File: config.mk
export PLATFORM = sky130hd
export DESIGN_NAME = spi_register_access_master
export DESIGN_NICKNAME = d
export VERILOG_FILES = /design/src/rtl/core/sra_pkg.sv /design/src/rtl/core/sra_step.sv /design/src/rtl/core/spi_register_access_master.sv
export SDC_FILE = /design/constraint.sdc
export NUM_CORES = 1
export LEC_CHECK = 0
export ABC_AREA = 0
export BUFFER_PORTS_ARGS = -buffer_cell sky130_fd_sc_hd__buf_2
export CORE_UTILIZATION = 55
export CTS_BUF_LIST = sky130_fd_sc_hd__clkbuf_2 sky130_fd_sc_hd__clkbuf_4 sky130_fd_sc_hd__clkbuf_8
export DETAILED_ROUTE_END_ITERATION = 8
export PLACE_DENSITY = 0.77
export SLEW_MARGIN = 15
export SYNTH_ARGS = -nofsm -noshare
export SYNTH_HDL_FRONTEND = slang
export SYNTH_SLANG_ARGS = --single-unit
File: constraint.sdc
create_clock -name i_clk -period 5.6 [get_ports i_clk]
set_input_delay 0 -clock i_clk [delete_from_list [all_inputs] [get_ports i_clk]]
set_output_delay 0 -clock i_clk [all_outputs]
set_load 0.05 [all_outputs]
File: src/rtl/core/sra_pkg.sv
// Shared types and constants for the tick-paced SPI mode-0 register master.
// Used by sra_step and spi_register_access_master; no other dependencies.
package sra_pkg;

    // Write requests carry this flag in the address byte
    localparam logic [7:0] WRITE_FLAG = 8'h80;
    // Half period after reset, in ticks
    localparam logic [7:0] HALF_PERIOD_RESET = 8'd4;

    typedef enum logic [2:0] {
        PH_IDLE  = 3'd0,
        PH_LOW   = 3'd1,
        PH_HIGH  = 3'd2,
        PH_FINAL = 3'd3,
        PH_TAIL  = 3'd4
    } t_phase;

    typedef struct packed {
        t_phase      phase;
        logic [7:0]  tick_timer;
        logic [2:0]  bit_position;
        logic [7:0]  bytes_left;
        logic [7:0]  tx_shift;
        logic [7:0]  rx_shift;
        logic        read_mode;
        logic        in_address_byte;
    } t_state;

    localparam t_state STATE_RESET = '{
        phase:           PH_IDLE,
        tick_timer:      8'd0,
        bit_position:    3'd0,
        bytes_left:      8'd0,
        tx_shift:        8'd0,
        rx_shift:        8'd0,
        read_mode:       1'b0,
        in_address_byte: 1'b0
    };

    // One tick request
    typedef struct packed {
        logic       start_req;
        logic       is_read;
        logic [6:0] address;
        logic [7:0] byte_count;
        logic [7:0] write_data;
        logic       miso;
    } t_item;

    // Line levels and strobes after one tick
    typedef struct packed {
        logic       nss;
        logic       sck;
        logic       mosi;
        logic       take_byte;
        logic       read_valid;
        logic [7:0] read_data;
        logic       busy_res;
        logic       done_res;
    } t_result;

endpackage

File: src/rtl/core/sra_step.sv
// Next-state and output logic for one tick of the SPI register master.
// Depends on sra_pkg for the state, request and result types.
module sra_step (
    input  sra_pkg::t_state  i_state,
    input  sra_pkg::t_item   i_item,
    input  logic [7:0]       i_half_period,
    output sra_pkg::t_state  o_state,
    output sra_pkg::t_result o_result
);

    logic [7:0] reload;

    // Reload value for the hold timer; a zero half period acts as one
    assign reload = (i_half_period == 8'd0) ? 8'd0 : i_half_period - 8'd1;

    // Advance the transfer by one tick
    always_comb begin
        logic more;
        more     = 1'b0;
        o_state  = i_state;
        o_result = '0;
        case (i_state.phase)
            sra_pkg::PH_IDLE: begin
                if (i_item.start_req) begin
                    o_state.read_mode       = i_item.is_read;
                    o_state.in_address_byte = 1'b1;
                    o_state.bytes_left      = i_item.byte_count;
                    o_state.tx_shift        = {1'b0, i_item.address}
                                            | (i_item.is_read ? 8'd0 : sra_pkg::WRITE_FLAG);
                    o_state.rx_shift        = 8'd0;
                    o_state.bit_position    = 3'd0;
                    o_state.phase           = sra_pkg::PH_LOW;
                    o_state.tick_timer      = reload;
                end
            end
            sra_pkg::PH_LOW: begin
                if (i_state.tick_timer != 8'd0) begin
                    o_state.tick_timer = i_state.tick_timer - 8'd1;
                end else begin
                    o_state.phase      = sra_pkg::PH_HIGH;
                    o_state.tick_timer = reload;
                end
            end
            sra_pkg::PH_HIGH: begin
                if (i_state.tick_timer != 8'd0) begin
                    o_state.tick_timer = i_state.tick_timer - 8'd1;
                end else begin
                    // Sample MISO on the last high tick of a read data byte
                    if (!i_state.in_address_byte && i_state.read_mode) begin
                        o_state.rx_shift = {i_state.rx_shift[6:0], i_item.miso};
                    end
                    o_state.tx_shift   = {i_state.tx_shift[6:0], 1'b0};
                    o_state.tick_timer = reload;
                    if (i_state.bit_position != 3'd7) begin
                        o_state.bit_position = i_state.bit_position + 3'd1;
                        o_state.phase        = sra_pkg::PH_LOW;
                    end else begin
                        o_state.bit_position = 3'd0;
                        if (i_state.in_address_byte) begin
                            o_state.in_address_byte = 1'b0;
                        end else begin
                            if (i_state.read_mode) begin
                                o_result.read_valid = 1'b1;
                                o_result.read_data  = o_state.rx_shift;
                            end
                            o_state.bytes_left = i_state.bytes_left - 8'd1;
                        end
                        more = (o_state.bytes_left != 8'd0);
                        if (more) begin
                            if (i_state.read_mode) begin
                                o_state.tx_shift = 8'd0;
                            end else begin
                                o_state.tx_shift   = i_item.write_data;
                                o_result.take_byte = 1'b1;
                            end
                            o_state.phase = sra_pkg::PH_LOW;
                        end else begin
                            o_state.phase = sra_pkg::PH_FINAL;
                        end
                    end
                end
            end
            sra_pkg::PH_FINAL: begin
                if (i_state.tick_timer != 8'd0) begin
                    o_state.tick_timer = i_state.tick_timer - 8'd1;
                end else begin
                    o_state.phase      = sra_pkg::PH_TAIL;
                    o_state.tick_timer = reload;
                end
            end
            sra_pkg::PH_TAIL: begin
                if (i_state.tick_timer != 8'd0) begin
                    o_state.tick_timer = i_state.tick_timer - 8'd1;
                end else begin
                    o_state.phase     = sra_pkg::PH_IDLE;
                    o_result.done_res = 1'b1;
                end
            end
            default: begin
                // Drop back to idle without a done strobe
                o_state.phase           = sra_pkg::PH_IDLE;
                o_state.tick_timer      = 8'd0;
                o_state.bit_position    = 3'd0;
                o_state.bytes_left      = 8'd0;
                o_state.tx_shift        = 8'd0;
                o_state.in_address_byte = 1'b0;
            end
        endcase

        // Line levels follow the updated state
        o_result.nss      = (o_state.phase == sra_pkg::PH_IDLE)
                         || (o_state.phase == sra_pkg::PH_TAIL);
        o_result.sck      = (o_state.phase == sra_pkg::PH_HIGH);
        o_result.mosi     = o_state.tx_shift[7];
        o_result.busy_res = (o_state.phase != sra_pkg::PH_IDLE);
    end

endmodule

File: src/rtl/core/spi_register_access_master.sv
// Top level of the tick-paced SPI mode-0 register master: input register,
// transfer state, output register and half-period register. Uses sra_pkg, sra_step.
//
//   channel  direction  handshake                  carries
//   in       to block   i_in_valid / o_in_stall    one tick request
//   out      from block o_out_valid / i_out_stall  line levels and strobes
//   cfg      to block   i_cfg_valid / o_cfg_ready  half period in ticks
//
// A request's result is registered before it is presented: the request waits
// in the input register, then the step logic loads the output register. A new
// request is taken every cycle unless the input side stalls; the transfer state
// advances once per request. Reset (synchronous, active low) clears both registers'
// valid flags, the transfer state, and sets the half period to 4.
// A stall on the result side holds the output register and then the input
// register; the input side stalls only when both are occupied.
module spi_register_access_master (
    input  logic       i_clk,
    input  logic       i_rst_n,
    input  logic       i_in_valid,
    output logic       o_in_stall,
    input  logic       i_start_req,
    input  logic       i_is_read,
    input  logic [6:0] i_address,
    input  logic [7:0] i_byte_count,
    input  logic [7:0] i_write_data,
    input  logic       i_miso,
    output logic       o_out_valid,
    input  logic       i_out_stall,
    output logic       o_nss,
    output logic       o_sck,
    output logic       o_mosi,
    output logic       o_take_byte,
    output logic       o_read_valid,
    output logic [7:0] o_read_data,
    output logic       o_busy_res,
    output logic       o_done_res,
    input  logic       i_cfg_valid,
    output logic       o_cfg_ready,
    input  logic [7:0] i_cfg_data
);

    logic              r_in_valid;
    sra_pkg::t_item    r_item;
    logic              r_out_valid;
    sra_pkg::t_result  r_out;
    sra_pkg::t_state   r_state;
    sra_pkg::t_state   n_state;
    sra_pkg::t_result  n_out;
    logic [7:0]        r_half_period;
    logic              advance;
    logic              in_accept;

    sra_step u_step (
        .i_state       (r_state),
        .i_item        (r_item),
        .i_half_period (r_half_period),
        .o_state       (n_state),
        .o_result      (n_out)
    );

    // Move a request forward when the output register is free or draining
    assign advance     = r_in_valid && (!r_out_valid || !i_out_stall);
    assign o_in_stall  = r_in_valid && !advance;
    assign in_accept   = i_in_valid && !o_in_stall;
    assign o_cfg_ready = 1'b1;

    // Control state and configuration
    always_ff @(posedge i_clk) begin
        if (!i_rst_n) begin
            r_in_valid    <= 1'b0;
            r_out_valid   <= 1'b0;
            r_state       <= sra_pkg::STATE_RESET;
            r_half_period <= sra_pkg::HALF_PERIOD_RESET;
        end else begin
            if (in_accept) begin
                r_in_valid <= 1'b1;
            end else if (advance) begin
                r_in_valid <= 1'b0;
            end
            if (advance) begin
                r_out_valid <= 1'b1;
                r_state     <= n_state;
            end else if (!i_out_stall) begin
                r_out_valid <= 1'b0;
            end
            if (i_cfg_valid && o_cfg_ready) begin
                r_half_period <= i_cfg_data;
            end
        end
    end

    // Payload registers
    always_ff @(posedge i_clk) begin
        if (in_accept) begin
            r_item.start_req  <= i_start_req;
            r_item.is_read    <= i_is_read;
            r_item.address    <= i_address;
            r_item.byte_count <= i_byte_count;
            r_item.write_data <= i_write_data;
            r_item.miso       <= i_miso;
        end
        if (advance) begin
            r_out <= n_out;
        end
    end

    assign o_out_valid  = r_out_valid;
    assign o_nss        = r_out.nss;
    assign o_sck        = r_out.sck;
    assign o_mosi       = r_out.mosi;
    assign o_take_byte  = r_out.take_byte;
    assign o_read_valid = r_out.read_valid;
    assign o_read_data  = r_out.read_data;
    assign o_busy_res   = r_out.busy_res;
    assign o_done_res   = r_out.done_res;

    // SCK only toggles with chip select low
    a_sck_under_nss: assert property (@(posedge i_clk) disable iff (!i_rst_n)
        o_out_valid |-> !(o_sck && o_nss))
        else $error("sck high while nss high");

    // Done comes with the block back at idle and chip select released
    a_done_idle: assert property (@(posedge i_clk) disable iff (!i_rst_n)
        (o_out_valid && o_done_res) |-> (!o_busy_res && o_nss && !o_sck))
        else $error("done without returning to idle");

    // A byte boundary never brings a write take and a read completion together
    a_take_xor_read: assert property (@(posedge i_clk) disable iff (!i_rst_n)
        o_out_valid |-> !(o_take_byte && o_read_valid))
        else $error("take_byte and read_valid together");

    // Idle always leaves the hold timer expired
    a_idle_timer: assert property (@(posedge i_clk) disable iff (!i_rst_n)
        (r_state.phase == sra_pkg::PH_IDLE) |-> (r_state.tick_timer == 8'd0))
        else $error("idle with running timer");

endmodule

==> impl_metrics.yaml, run 1 <==
critical_path:
  cp_max_fo: 24
  critPathMostFrequentCell: "nand2_1"
  arrival_ns: 2.93
  critPathMaxStageDelay_ns: 0.68
  critPathKind: "flop to flop"
  end_kind: "flop"
  critical_path.cell_chain: "nand2_1, nand2_1, clkinv_1, o211ai_1, nor2_1, nand3_1, a22oi_1, nor2b_1"
  required_ns: 5.90
  cp_slowest_cell: "clkinv_1"
  crit_path_start_kind: "flop"
yosys:
  synth-adder-area-share: 0.0170
  synthSimpleGateAreaFrac: 0.216
  avgSynthCellArea_um2: 10.4
  synth_top_area_share: 0.278
  synth_nets: 472
  ys_ff_latch: 90
  synth_area_leader_cell: "edfxtp_1"
  synth_cells: 427
  ys.flop_type: "dfxtp_1"
  synthMuxAreaShare: 0.0226
  yosys_warnings: 0
  synth_area_um2: 4430
  synth_xor_xnor_area_share: 0.0237
  synth_top_family_by_area: "simple AND/OR/NAND/NOR gates"
  async_flop_share: 0
  yosysUniqueCellTypes: 68
  synth_compound_area_frac: 0.184
  yosysSeqAreaShare: 0.500
  synth_edf_count: 41
  synth.area.top_cells: "edfxtp_1 (28%), dfxtp_1 (22%), nor2b_1 (5.7%)"
floorplan:
  dieHeight_um: 91.7
  rows: 32
  die_width_um: 91.7
  die_area_um2: 8410
  core-area_um2: 7770
  ios: 57
  initial_core_util: 0.570
clock_tree:
  numCtsBuffers: 9
  clockBufferDepth: 2
  cts_root_buf: "clkbuf_8"
  postCtsSetupRepairBufs: 0
  cts.sinks: 90
  clk_pin_slew_ns: 0.09
  htreeDepth: 3
  cts_tree: "built"
  clk_latency_ns: 0.36
route:
  totalWireLength_um: 9210
  first_pass_iters: 6
  wl_per_cell_um: 15.0
  viasPerCell: 5.88
  drtIter0Drc: 206
  drc_errors: 0
  vias: 3619
  ant_nets: 0
run_status:
  status: "finished, final reports clean"
worst_hold_path:
  min_path_type: "primary input to flop"
layout:
  area_delta_synth_final_pct: 18.9
  diodes: 0
  nFillCells: 579
  drive_above_1_share: 0.181
  finalNetCount: 553
pwr:
  power_density_nw_per_um2: 255
  swShare: 0.277
  combPwrFrac: 0.148
  power.total_mw: 1.34
  ir_drop_mv: 0.169
  clkPwrFrac: 0.304
  p_leak_nw: 1.98
  seqPwrFrac: 0.549
  power.internal_uw: 970
  p_sw_uw: 372
sta:
  post-route-period-util: 0.471
  skew_ns: 0.0162
  finalCriticalPeriod_ns: 2.64
  drv_slew: 0
  hold_viol: 0
  fin_tns_setup_ns: 0
  fmax_ghz: 0.379
  setup_viol: 0
  worst_pin_slew_ns: 0.824
  rsz0062_at_grt: "false"
  maxSlewHeadroom: 0.447
grt:
  grt_pass1_wl_um: 15300
  grt_usage: 0.230
  grt_antenna_before_repair: 0
  grt-ovfl-total: 0
  use_met3: 0.0506
  grt_pass1_vias: 3444
  busiest_layer: "met2"
  groute.layer.met2.usage: 0.390
  grt_max_degree: 50
  use_met1: 0.281
placed_design:
  dpl.hpwl_um: 5970
  place_congestion: 0.882
  portBuffers: 55
flow_run:
  max_cap_violations: 0
-- path summary, 6_finish.rpt --
path	from	endpoint	slack, ns	cells past startpoint
max	o_out_valid	r_state[8]	2.96	8
min reg2reg	r_state[15]	r_state[15]	0.52	2
min	i_cfg_valid	r_half_period[2]	0.05	3
max reg2reg	o_out_valid	r_state[8]	2.96	8
-- state kept, by name, summed over array words and instances (netlist names) --
name,flops
o_busy_res,1
o_done_res,1
o_mosi,1
o_nss,1
o_out_valid,1
o_read_data,8
o_read_valid,1
o_sck,1
o_take_byte,1
r_half_period,8
r_in_valid,1
r_item,26
r_state,39
-- synth_stat cells, drive strengths merged (4+ instances only) --
cell / instances
and3: 4
a21oi: 13
a22oi: 22
xor2: 4
dfxtp: 49
edfxtp: 41
nand2: 26
nor2: 25
nand2b: 4
a22o: 4
o22ai: 4
nor2b: 40
xnor2: 8
mux2i: 10
and2: 13
ha: 6
buf: 5
or3: 5
a221oi: 7
clkbuf: 17
nand3: 17
o21ai: 28
inv: 8
nor3: 8
a21boi: 4
a221o: 4
-- kinds of logic (layout without fill, tap and decap cells) --
family          count (synthesis)  in the layout
simple gates                  167            167
compound gates                110            110
flops                          90             90
buf+inv                        31            117
xor+xnor                       12             12
mux                            10             10
fa+ha+maj                       6              6
other cells                     1              1
-- what timing repair did --
item / in CTS / in global routing
hold endpoints to repair: 36 / 0
hold buffers: 36 / 0
gates resized for setup: 0 / 0
-- cell type report --
cell class / instances / area, um2 / area share
clock buffers: 10 / 131 / 0.0250
well taps: 102 / 128 / 0.0243
multi-input cells: 306 / 2060 / 0.392
flip-flops and latches: 90 / 2210 / 0.420
inverters: 9 / 33.8 / 0.00642
repair buffers: 92 / 643 / 0.122
clock inverters: 6 / 48.8 / 0.00927
-- critical path: cells and delay by family, from the launching register on --
kind / cells / cell delay (ns)
simple gates: 5 / 0.90
buf+inv: 1 / 0.68
compound gates: 2 / 0.62
flops: 1 / 0.37
-- stage by stage --
stage | worst slack [ns] | instance area [um2] | instances | utilization | hold slack, ns
2_1_floorplan | 3.03 | 4430 | 427 | - | 0.0989
3_3_place_gp | 3.05 | 4720 | 563 | 0.607 | 0.176
3_5_place_dp | 2.96 | 4720 | 563 | 0.607 | 0.178
4_1_cts | 2.95 | 5260 | 615 | 0.677 | 0.0361
5_1_grt | 2.64 | 5260 | 615 | 0.677 | 0.0531
6_report | 2.96 | 5260 | 615 | 0.677 | 0.0485
-- power groups by stage --
stage	Combinational, mW	Sequential [mW]	Clock [mW]
global placement	0.172	0.751	0
global route	0.216	0.740	0.441
detailed placement	0.176	0.751	0
floorplan	0.120	0.765	0
CTS	0.195	0.736	0.415
finish	0.198	0.736	0.408
-- per-layer routing --
metal,vias to the layer above,share of wire
met5,-,0
met4,0,0.022
met3,19,0.051
met2,128,0.48
met1,1713,0.44
li1,1759,-
-- cell usage in the layout (no fill, tap or decap), types with 6 or more instances in the layout --
master,netlist,layout
ha_1,6,6
o21ai_0,26,26
nor3_1,7,7
and2_1,12,12
a22oi_1,22,22
inv_1,8,8
nor2b_1,40,39
xnor2_1,8,8
a21oi_1,13,13
nand3_1,16,16
dlygate4sd3_1,0,36
clkbuf_8,2,9
edfxtp_1,41,41
dfxtp_1,49,49
a221oi_1,7,7
nand2_1,26,26
nor2_1,25,25
buf_2,1,55
mux2i_1,10,10
No activity file was read; power rests on OpenSTA's default activity.
==> run 2, diff against run 1 <==
- CORE_UTILIZATION: 55 -> 54
- PLACE_DENSITY: 0.77 -> 0.79
- clock period: 5.6 -> 2.3 ns (I/O delays scaled with it)
==> run 2 against run 1 <==
Setup slack worse by 2.9 ns. Critical path type unchanged. Wire length rose by 7.5%. Design area grew 5.7%. Global-route usage up 1.5 points. Sequential cell count unchanged. First-iteration DRC count is 4.4% higher. Clock power increased by 140%. Clock-buffer cell count did not move.
==> impl_metrics.yaml, run 2 (synthesis gave the netlist of run 1 again) <==
clock_tree:
  clk_pin_slew_ns: 0.09
  htreeDepth: 3
  clk_latency_ns: 0.36
  numCtsBuffers: 9
  cts_root_buf: "clkbuf_8"
  cts_tree: "built"
  cts.sinks: 90
  clockBufferDepth: 2
sta:
  setup_ws_ns: 0.0544
  maxSlewHeadroom: 0.387
  setup_viol: 0
  skew_ns: 0.0112
  worst_pin_slew_ns: 0.912
  drv_slew: 0
  hold_viol: 0
  finalCriticalPeriod_ns: 2.25
  post-route-period-util: 0.976
  fmax_ghz: 0.445
  fin_tns_setup_ns: 0
  rsz0062_at_grt: "true"
layout:
  fin_util: 0.713
  diodes: 0
  area_delta_synth_final_pct: 25.7
  largest_reg_flops: 39
  mostFrequentLayoutCell: "buf_2"
  final_cells: 649
  reg_top3: "r_state: 39 flops, r_item: 26 flops"
  drive_above_1_share: 0.254
  max_flop_register: "r_state"
  layout_common_cells: "buf_2 (55), dfxtp_1 (44), edfxtp_1 (41), nor2b_1 (39), dlygate4sd3_1 (36)"
  design_area_um2: 5560
  finalNetCount: 587
pwr:
  clkPwrFrac: 0.299
  seqPwrFrac: 0.540
  power.internal_mw: 2.40
  power_density_nw_per_um2: 596
  combPwrFrac: 0.161
  p_sw_uw: 919
  p_leak_nw: 2.18
  ir_drop_mv: 0.544
  swShare: 0.277
placed_design:
  portBuffers: 55
  dp_slack_ns: 0.0140
  dpl.hpwl_um: 6550
  placed_area_um2: 4960
  place_congestion: 0.894
  dpl.cell_count: 596
worst_hold_path:
  hold_depth: 3
  hold_start: "i_cfg_valid"
  min_path_type: "primary input to flop"
floorplan:
  ios: 57
  initial_core_util: 0.567
  die_area_um2: 8560
  core-area_um2: 7810
  dieHeight_um: 92.5
  die_width_um: 92.5
  rows: 32
route:
  drtIter0Drc: 215
  totalWireLength_um: 9900
  ant_nets: 0
  viasPerCell: 5.67
  drc_errors: 0
  wl_per_cell_um: 15.3
  vias: 3681
  first_pass_iters: 5
critical_path:
  arrival_ns: 2.49
  r2r-start: "r_state[22]"
  crit_path_start_kind: "flop"
  r2r_cells: 7
  critPathKind: "flop to flop"
  cp_max_fo: 8
  required_ns: 2.54
  crit_start: "r_state[22]"
  end_kind: "flop"
flow_run:
  max_cap_violations: 0
grt:
  grt-ovfl-total: 0
  grt_pass1_vias: 3616
  grt_max_degree: 50
  grt_antenna_before_repair: 0
  grt_pass1_wl_um: 16500
  grt_usage: 0.245
run_status:
  status: "finished, final reports clean"
-- run 2: changes by cell type in the layout (fill, tap and decap cells not counted), sizes merged --
| cell | delta |
|---|---|
| buf | +34 |
| clkinv | +3 |
| clkinvlp | -2 |
| inv | -1 |
-- run 2: layout make-up --
type	count	area (um2)
Fill cell	571	2240
Sequential cell	90	2220
Multi-Input combinational cell	306	2100
Timing Repair Buffer	126	898
Clock buffer	10	131
Tap cell	102	128
Clock inverter	6	51.3
Inverter	9	35.0
-- run 2: power by group through the flow --
stage / clock network (mW) / logic, mW / registers [mW]
2_1_floorplan: 0 / 0.293 / 1.86
3_3_place_gp: 0 / 0.465 / 1.82
3_5_place_dp: 0 / 0.475 / 1.83
4_1_cts: 1.01 / 0.525 / 1.79
5_1_grt: 1.07 / 0.585 / 1.80
6_report: 0.992 / 0.535 / 1.79
-- run 2: metrics by stage --
step           hold WS, ns  total power [mW]
3_5_place_dp         0.178              2.30
2_1_floorplan       0.0989              2.15
3_3_place_gp         0.176              2.29
4_1_cts             0.0378              3.33
6_report            0.0611              3.32
5_1_grt             0.0637              3.46
-- run 2: worst max-delay path, stage by stage, from the launching register on --
cell and delay, ns:
dfxtp_2 0.36, or4_4 0.58, o41ai_4 0.25, and3_4 0.25, a311oi_4 0.09, buf_4 0.19, a221oi_1 0.32, nor2_1 0.08
-- run 2: final timing paths --
path                           end  slack [ns]
setup reg to reg       r_state[16]        0.05
hold / removal    r_half_period[2]        0.06
setup / recovery       r_state[16]        0.05
hold reg to reg        r_state[13]        0.51
-- run 2: per-layer routing --
layer	vias to the layer above	routed length, um	GRT usage	part of all wire
met2	106	4770	0.406	0.48
met4	0	180	0.0990	0.018
met1	1746	4610	0.321	0.47
met3	15	333	0.0378	0.034
met5	-	0	0	0
li1	1814	-	-	-
-- run 2: what timing repair did --
item | in CTS | in global routing
gates resized for setup | 1 | 12
buffers inserted | 0 | 1
hold endpoints to repair | 36 | 0
setup endpoints to repair | 1 | 24
pin swaps | 0 | 1
cloned | 0 | 0
hold buffers | 36 | 0
==> run 3, diff against run 2 <==
- CORE_UTILIZATION: 54 -> 53
- PLACE_DENSITY: 0.79 -> 0.78
==> run 3 against run 2 <==
Register-to-register slack worse by 0.03 ns. Core utilization down 0.28 points. Largest power group unchanged. Global-route usage up 1.7 points. Highest routed layer unchanged.
==> impl_metrics.yaml, run 3 (synthesis gave the netlist of run 1 again) <==
sta:
  finalCriticalPeriod_ns: 2.28
  drv_slew: 0
  maxSlewHeadroom: 0.490
  skew_ns: 0.0104
  hold_viol: 0
  setup_viol: 0
  rsz0062_at_grt: "true"
  post-route-period-util: 0.990
  worst_pin_slew_ns: 0.765
  hold_slack_ns: 0.0388
  fmax_ghz: 0.439
  fin_tns_setup_ns: 0
placed_design:
  dpl.cell_count: 593
  portBuffers: 55
  place_congestion: 0.850
  dpl.hpwl_um: 6570
layout:
  reg_top3: "r_state: 39 flops, r_item: 26 flops"
  mostFrequentLayoutCell: "buf_2"
  area_delta_synth_final_pct: 26.5
  finalNetCount: 585
  max_flop_register: "r_state"
  diodes: 0
  fin_util: 0.710
  nFillCells: 577
  largest_reg_flops: 39
  final_cells: 647
  drive_above_1_share: 0.257
  layout_common_cells: "buf_2 (55), dfxtp_1 (45), edfxtp_1 (41), nor2b_1 (39), dlygate4sd3_1 (36)"
floorplan:
  die_area_um2: 8720
  initial_core_util: 0.561
  dieHeight_um: 93.4
  die_width_um: 93.4
  core-area_um2: 7890
  rows: 32
  ios: 57
route:
  totalWireLength_um: 10700
  drtIter0Drc: 236
  drc_errors: 0
  viasPerCell: 5.85
  vias: 3786
  ant_nets: 0
  wl_per_cell_um: 16.6
  first_pass_iters: 5
run_status:
  status: "finished, final reports clean"
critical_path:
  cp_slowest_cell: "or4_4"
  critPathKind: "flop to flop"
  crit_path_start_kind: "flop"
  critPathMaxStageDelay_ns: 0.58
  cp_max_fo: 8
  end_kind: "flop"
  required_ns: 2.56
  critical_path.cell_chain: "or4_4, o41ai_4, and3_4, a311oi_4, buf_6, a221oi_1, o21ai_0"
  r2r_slack_ns: 0.02
  arrival_ns: 2.54
grt:
  use_met3: 0.0407
  grt_pass1_wl_um: 17500
  busiest_layer: "met2"
  grt_pass1_vias: 3752
  groute.layer.met2.usage: 0.439
  use_met1: 0.321
  grt_antenna_before_repair: 0
  grt-ovfl-total: 0
  grt_usage: 0.262
  grt_max_degree: 50
clock_tree:
  cts.sinks: 90
  numCtsBuffers: 9
  htreeDepth: 3
  clk_latency_ns: 0.37
  cts_tree: "built"
  cts_root_buf: "clkbuf_8"
  clk_pin_slew_ns: 0.09
  clockBufferDepth: 2
pwr:
  power_density_nw_per_um2: 619
  p_leak_nw: 2.19
  ir_drop_mv: 0.387
worst_hold_path:
  min_path_type: "primary input to flop"
flow_run:
  max_cap_violations: 0
-- run 3: area by class of cell --
cell class	instances	area, um2	area share
clock buffers	10	131	0.0235
clock inverters	6	72.6	0.0130
inverters	9	35.0	0.00626
multi-input cells	306	2120	0.379
flip-flops and latches	90	2220	0.397
well taps	102	128	0.0228
repair buffers	124	887	0.158
-- run 3: layer usage --
layer | vias up | part of all wire | wire length, um
met4 | 0 | 0.028 | 296
met3 | 28 | 0.048 | 513
met5 | - | 0 | 0
met2 | 127 | 0.51 | 5510
met1 | 1815 | 0.41 | 4420
li1 | 1816 | - | -
-- run 3: critical path, delay by kind of cell, from the launching register on --
kind | cells | cell delay (ns)
DFF | 1 | 0.38
and+or+nand+nor | 2 | 0.84
AOI/OAI and AO/OA | 4 | 0.79
buffers and inverters | 1 | 0.16
-- run 3: through the flow --
| stage | setup WS (ns) | area (um2) | power (mW) |
|---|---|---|---|
| 2_1_floorplan | 0.000663 | 4430 | 2.15 |
| 3_3_place_gp | 0.100 | 4940 | 2.29 |
| 3_5_place_dp | 0.0189 | 4940 | 2.30 |
| 4_1_cts | 0.00261 | 5510 | 3.44 |
| 5_1_grt | -0.0487 | 5600 | 3.59 |
| 6_report | 0.0227 | 5600 | 3.47 |
-- run 3: timing repair --
item	CTS	global route
endpoints found under the hold margin	36	0
setup endpoints to repair	0	15
setup buffers	0	2
gates resized for setup	0	20
hold buffers	36	0
-- run 3: worst paths after layout --
kind,start,end,cells past startpoint
min reg2reg,r_state[14],r_state[14],2
max reg2reg,r_state[20],r_state[15],7
min,i_cfg_valid,r_half_period[2],3
max,r_state[20],r_state[15],7
-- run 3: report_power, final --
| part | leakage (nW) | internal (mW) | switching [mW] |
|---|---|---|---|
| registers | 0.790 | 1.74 | 0.0533 |
| logic | 1.30 | 0.245 | 0.301 |
| clock network | 0.101 | 0.526 | 0.599 |
| total | 2.19 | 2.51 | 0.953 |
